--- src/rtl/skt_pkg.sv ---
// Shared types and codes for the sorted key table.
package skt_pkg;

  localparam int KeyW    = 32;
  localparam int PayW    = 32;
  localparam int PosW    = 6;
  localparam int CntOutW = 7;

  typedef logic signed [KeyW-1:0] key_t;
  typedef logic [PayW-1:0]        pay_t;

  typedef enum logic [1:0] {
    CMD_INSERT = 2'd0,
    CMD_LOOKUP = 2'd1,
    CMD_DELETE = 2'd2,
    CMD_CHANGE = 2'd3
  } cmd_t;

  typedef enum logic [1:0] {
    ST_OK        = 2'd0,
    ST_NOT_FOUND = 2'd1,
    ST_FULL      = 2'd2
  } status_t;

  typedef enum logic [1:0] {
    OP_HOLD   = 2'd0,
    OP_INSERT = 2'd1,
    OP_DELETE = 2'd2
  } cell_op_t;

  typedef struct packed {
    logic     cmp_en;
    cell_op_t op;
  } cell_ctl_t;

  typedef struct packed {
    logic [CntOutW-1:0] count;
    pay_t               payload;
    logic [PosW-1:0]    position;
    status_t            status;
  } result_t;

endpackage

--- src/rtl/skt_cell.sv ---
// One table slot: holds a key and payload, compares and shifts with its neighbors.
module skt_cell (
  input  logic             clk,
  input  logic             rst_n,
  input  skt_pkg::cell_ctl_t ctl,
  input  logic             occ,
  input  skt_pkg::key_t    cmp_key,
  input  skt_pkg::key_t    ins_key,
  input  skt_pkg::pay_t    ins_pay,
  input  skt_pkg::key_t    lft_key,
  input  skt_pkg::pay_t    lft_pay,
  input  logic             lft_le,
  input  logic             lft_lt,
  input  skt_pkg::key_t    rgt_key,
  input  skt_pkg::pay_t    rgt_pay,
  output skt_pkg::key_t    key_o,
  output skt_pkg::pay_t    pay_o,
  output logic             lt_o,
  output logic             le_o,
  output logic             hit_o,
  output logic             ins_o
);

  skt_pkg::key_t key_r;
  skt_pkg::pay_t pay_r;
  logic          lt_r;
  logic          le_r;
  logic          eq_r;

  always_ff @(posedge clk) begin
    if (!rst_n) begin
      lt_r <= 1'b0;
      le_r <= 1'b0;
      eq_r <= 1'b0;
    end else if (ctl.cmp_en) begin
      lt_r <= occ && (key_r < cmp_key);
      le_r <= occ && (key_r <= cmp_key);
      eq_r <= occ && (key_r == cmp_key);
    end
  end

  // first match sits right after the last smaller key
  assign hit_o = eq_r && lft_lt;
  // insertion slot sits right after the last key not greater
  assign ins_o = !le_r && lft_le;

  always_ff @(posedge clk) begin
    case (ctl.op)
      skt_pkg::OP_INSERT: begin
        if (ins_o) begin
          key_r <= ins_key;
          pay_r <= ins_pay;
        end else if (!le_r) begin
          key_r <= lft_key;
          pay_r <= lft_pay;
        end
      end
      skt_pkg::OP_DELETE: begin
        // close the gap: everything from the match onward moves down
        if (!lt_r) begin
          key_r <= rgt_key;
          pay_r <= rgt_pay;
        end
      end
      default: begin
      end
    endcase
  end

  assign key_o = key_r;
  assign pay_o = pay_r;
  assign lt_o  = lt_r;
  assign le_o  = le_r;

endmodule

--- config.mk ---
export PLATFORM = sky130hd
export DESIGN_NAME = skt_cell
export DESIGN_NICKNAME = d
export VERILOG_FILES = /design/src/rtl/skt_pkg.sv /design/src/rtl/skt_cell.sv
export SDC_FILE = /design/constraint.sdc
export NUM_CORES = 1
export LEC_CHECK = 0
export ABC_AREA = 1
export BUFFER_PORTS_ARGS = -buffer_cell sky130_fd_sc_hd__buf_2
export CORE_AREA = 2 2 116 118
export DETAILED_ROUTE_END_ITERATION = 12
export DIE_AREA = 0 0 118 120
export PLACE_DENSITY_LB_ADDON = 0.25
export SYNTH_ARGS = -nofsm -noshare
export SYNTH_HDL_FRONTEND = slang
export SYNTH_SLANG_ARGS = --single-unit
export TNS_END_PERCENT = 50
--- constraint.sdc ---
create_clock -name clk -period 5.4 [get_ports clk]
set_input_delay 0.27 -clock clk [delete_from_list [all_inputs] [get_ports clk]]
set_output_delay 0.27 -clock clk [all_outputs]
set_load 0.005 [all_outputs]
# Yosys cells after proc, flatten, opt, wreduce, memory -nomap -nowiden

Index checks and enable logic that the tools add are counted.

Bits in registers: 67
Input bits: 232

$lt $le $gt $ge: 2
Equality and inequality tests: 5
Muxes and demuxes: 8
Reduce and logical (&&, ||, !) cells: 8

Operator list:

| kind                                                            | count |
|---|---|
| 32-bit 2-to-1 mux                                               | 6 |
| 32-bit one-hot mux with 2 select lines                          | 2 |
| 32-bit == test                                                  | 1 |
| 32-bit <= comparator                                            | 1 |
| 32-bit < comparator                                             | 1 |
| 1-bit logical AND                                               | 5 |
| 3-bit != test, second input constant                            | 1 |
| 3-bit AND reduction                                             | 1 |
| 2-bit by 1-bit == test with 1-bit output, second input constant | 1 |
| 2-bit == test, second input constant                            | 1 |
| 2-bit != test, second input constant                            | 1 |
| 2-bit nonzero test                                              | 1 |
| 1-bit logical NOT                                               | 1 |

# Depth between registers and ports, before layout

Depth after elaboration: 4
Gate-level depth with buffers: 16

# Worst setup path before layout

Ideal clock, no wire load.

Path type: input to register
From: input ctl[1] in the netlist's numbering
To: register key_r[0] (netlist: key_o[0]) (enable)
Setup time: 0.494 ns
Arrival: 3.756 ns
Required time: 4.906 ns
Setup slack: 1.150 ns
Stages: 5
Buffers on the path: 2
Path through: inv_1 or2_1 clkbuf_1 buf_2 o21ai_1

Cells in the longest elaborated chain, start to end: 3
Elaborated cells on any way between the ends: 6
Those cells by class: 4 x eq/ne; 2 x reduce/logical

RTL lines:

| item                                                                             | line           | text |
|---|---|---|
| start: declaration                                                               | skt_cell.sv:5  | `input skt_pkg::cell_ctl_t ctl,` |
| 2-bit by 1-bit == test with 1-bit output / 2-bit == test (equally long branches) | skt_cell.sv:48 | `case (ctl.op)` |
| 3-bit != test (no line), or another cell as far along                            | -              |  |
| 3-bit AND reduction (no line) (*)                                                | -              |  |
| end signal: assignment                                                           | skt_cell.sv:51 | `key_r <= ins_key;` |
| end signal: assignment                                                           | skt_cell.sv:54 | `key_r <= lft_key;` |
| end signal: assignment                                                           | skt_cell.sv:61 | `key_r <= rgt_key;` |
| end: declaration                                                                 | skt_cell.sv:24 | `skt_pkg::key_t key_r;` |

Every way passes the cells marked *; elsewhere a longest branch is shown, timed or not.
A chain may end at the register's enable or synchronous reset.

# Worst setup path in the final report

From: register le_r (netlist: le_o)
To: output ins_o

Cells in the longest elaborated chain, start to end: 2

RTL lines:

| item                     | line           | text |
|---|---|---|
| start: declaration       | skt_cell.sv:27 | `logic le_r;` |
| start signal: assignment | skt_cell.sv:37 | `le_r <= occ && (key_r <= cmp_key);` |
| 1-bit logical NOT        | -              |  |
| 1-bit logical AND        | skt_cell.sv:45 | `assign ins_o = !le_r && lft_le;` |
| end: declaration         | skt_cell.sv:21 | `output logic ins_o` |

No other way between the ends.

==> out/summary.md <==
The logs give 4473 for the via count and 0 for the yosys synthesis warning count. The signal on the critical path passes through inv_1, nand2_2, inv_2, buf_2. The master cell of the clock root buffer is clkbuf_16. Overall routed net length: 13.4 mm. The largest single stage delay on the critical path is 0.81 ns. The critical path required time came out at 5.13 ns. TritonCTS built the clock tree. The floorplan step defined a core boundary enclosing 13000 um^2. For the layout net count, the log shows 1061. Master of the slowest instance on the critical path: inv_2. Buffers placed on the I/O ports in this run total 299. Global routing consumed, over all layers together, 18.9% of the routing resources. The tools report the final-report setup violation count as 0. The critical path crosses 4 cells after its start point. Setup repair after global routing left no endpoint under its margin.

Once detailed placement completed, the half-perimeter wirelength came to 10.3 mm. Entering global routing, the biggest net connects 91 pins. Cells with a size suffix above 1 make up 40.8% of the layout. At the pin with the least slew margin, the transition time is 1.12 ns.

The number of buffers inserted by hold repair at cts is 0, and the number of sinks handled by clock tree synthesis is 67. Across the run, the number of max-cap violations was 0. Relative to the synthesized area, the layout overhead comes to 45.2%. The worst min-delay path category is primary input to flip-flop. The worst hold path passes through 3 cells. The total power of the final layout is 1540 uW. After filler insertion, the fill cell instance count of the layout stands at 1377.

Counting every net in the synthesized netlist gives 776. For the minimum setup slack among reg-to-reg paths, the log shows 3.48 ns. In this run the count of I/O pins placed on the die edge is 300.

The run gives 0 as the number of antenna violations at the first check in global routing. The first global-routing pass estimated 21.1 mm of wire. The startpoint identified for the worst hold timing path is rst_n. The number of standard-cell rows in the floorplan was 42. The run gives 1980 um^2 as the combined flip-flop and latch cell area. For this design the static power due to leakage is 0.00315 uW. For this run, design rule violations remaining after detail routing come to 0. The floorplan step defined a die boundary enclosing 14200 um^2.

After detailed routing, the number of vias per cell comes to 4.57. After clock tree synthesis, the clock-pin slew on the worst setup and hold paths is 0.05 ns. Type of destination of the critical path: an output port. Summing all multi-input logic gate instances after layout gives 1950 um^2. The number of global-route vias before repair is 4413.

The average instance area after synthesis was 8.21 um^2. The sequential element share of the synthesized area came out at 47.1%. The tools report the initial core utilization as 32.4%. In this run the critical register-to-register path is launched from le_o.

The tools report the kind of start point of the critical path as a flip-flop. After the first detailed-routing iteration, the DRC count stood at 169. The cell area that synthesis handed to floorplanning was 4200 um^2. The commonest register cell after synthesis was edfxtp_1. The fmax is 453 MHz, and the number of buffers created by CTS is 9.

The worst path needs 2.21 ns of the cycle, external delays included. Post-route clock skew: 0.00779 ns. The run finished with clean final reports.

The largest voltage drop on the vdd net came out at 138 uV. Setup total negative slack on the finished layout was measured at 0 ns. Dividing the final minimum period by the clock period gives 40.9%. The post-synthesis register bit count came out at 67. The worst pin sits at a relative slew slack of 25.0%.

Terminus of the critical flop-to-flop path: key_o[18]. Together, buffers and inverters on the worst path number 3. From left edge to right edge, the die measures 118 um. The tools report the data arrival time of the critical path as 1.94 ns.

After technology mapping, the gate count stands at 512. The number of gates resized after CTS was 0. Counting flops with an async set or reset pin after synthesis yields a share of 0%.

The run gives 0 as the count of pins over their slew limit. The worst register-to-register path has a depth of 5. The endpoint with the worst hold slack was le_o. The number of enable-type register cells in the synthesized netlist is 64, and the maximum fanout along the worst path is 65. The average wire per standard cell was 13.7 um. Routability-driven placement finished with a final weighted congestion of 0.787.

The detail route stage leaves a number of antenna-violating nets equal to 0. The maximum clock path buffer count is 2. Clock latency on the worst-skew pair, taken at its later pin, is 0.33 ns. In this design, the largest share of critical-path delay is due to buffers and inverters. The logs give 0 for the number of antenna diodes and 26 for the number of distinct library cells after synthesis. Global route total overflow: 0.

The pre-antenna-repair detailed-routing pass consisted of 4 iterations. The die is 120 um tall. The CTS H-tree depth was 3; the power density normalized to cell area was 252 nW/um^2. Buffers added to address setup during post-CTS repair amount to 0. Total count of hold-check failures in the final report: 0.

The worst setup path is of the flip-flop to output port kind.
## stage by stage
stage	setup WS, ns	util (%)	std cells	hold WS, ns	cell area [um^2]
2_1_floorplan	1.15	-	512	0.439	4200
3_3_place_gp	3.21	45.1	962	0.476	5850
3_5_place_dp	3.18	45.1	962	0.480	5850
4_1_cts	3.15	47.0	978	0.193	6100
5_1_grt	3.00	47.0	978	0.214	6100
6_report	3.19	47.0	978	0.205	6100
## cell usage in the layout (no fill, tap or decap), drive strengths merged
master and instances:
a21oi 17, or2 1, ha 32, nor3 1, nand2 166, o21a 3
dfxtp 3, buf 302, a21o 2, o21ai 4, clkinv 4, inv 47
a31oi 64, edfxtp 64, nor4 1, nor2 71, clkbuf 13, nand4 3
nand3 4
## synth_stat cells, types with 3 or more instances
cell	instances	share of area (%)
nand2_1	164	15
buf_1	7	0.63
a21oi_1	15	1.8
dfxtp_1	3	1.4
clkbuf_1	16	1.4
inv_1	47	4.2
edfxtp_1	64	46
buf_2	5	0.60
nor2_1	70	6.2
a31oi_1	64	9.5
nand4_1	3	0.45
ha_1	32	9.5
## where the power goes
part	internal, uW	leakage [uW]	switching (uW)	total, uW
clock	309	0.000127	209	518
sequential	639	0.000640	19.2	658
combinational	166	0.00238	194	359
## worst max path at each step
stage	slack [ns]	endpoint	startpoint
2_1_floorplan	1.15	key_o[0]	ctl[1]
3_3_place_gp	3.21	key_o[5]	ctl[0]
3_5_place_dp	3.18	pay_o[27]	ctl[0]
4_1_cts	3.15	ins_o	le_o
5_1_grt	3.00	ins_o	le_o
6_report	3.19	ins_o	le_o
## logic make-up after synthesis
group | synth area share, %
compound gates | 13.1
fa+ha+maj | 9.52
buf+inv | 6.93
flops | 47.1
simple gates | 23.3
## metal layers
metal / vias up / share of wire [%] / global-route usage, %
met3: 14 / 8.8 / 6.99
met4: 0 / 1.4 / 5.65
met5: - / 0 / 0
met2: 186 / 51 / 34.7
li1: 2302 / - / -
met1: 1971 / 39 / 20.3
## final cells by class
cell class                      instances  share of cell area (%)
Tap cell                              176                    3.61
Timing Repair Buffer                  302                    24.9
Inverter                               48                    2.95
Sequential cell                        67                    32.5
Clock buffer                           13                    3.94
Clock inverter                          3                   0.246
Multi-Input combinational cell        369                    31.9
## tightest hold or removal path, stage by stage
cell and delay [ns]:
buf_2 0.07, inv_1 0.06, a21oi_2 0.09
## state kept, by name, indices dropped and copies added, names as in the netlist
register  count
le_o          1
lt_o          1
pay_o        32
key_o        32
eq_r          1
(Power assumes the default switching activity.)
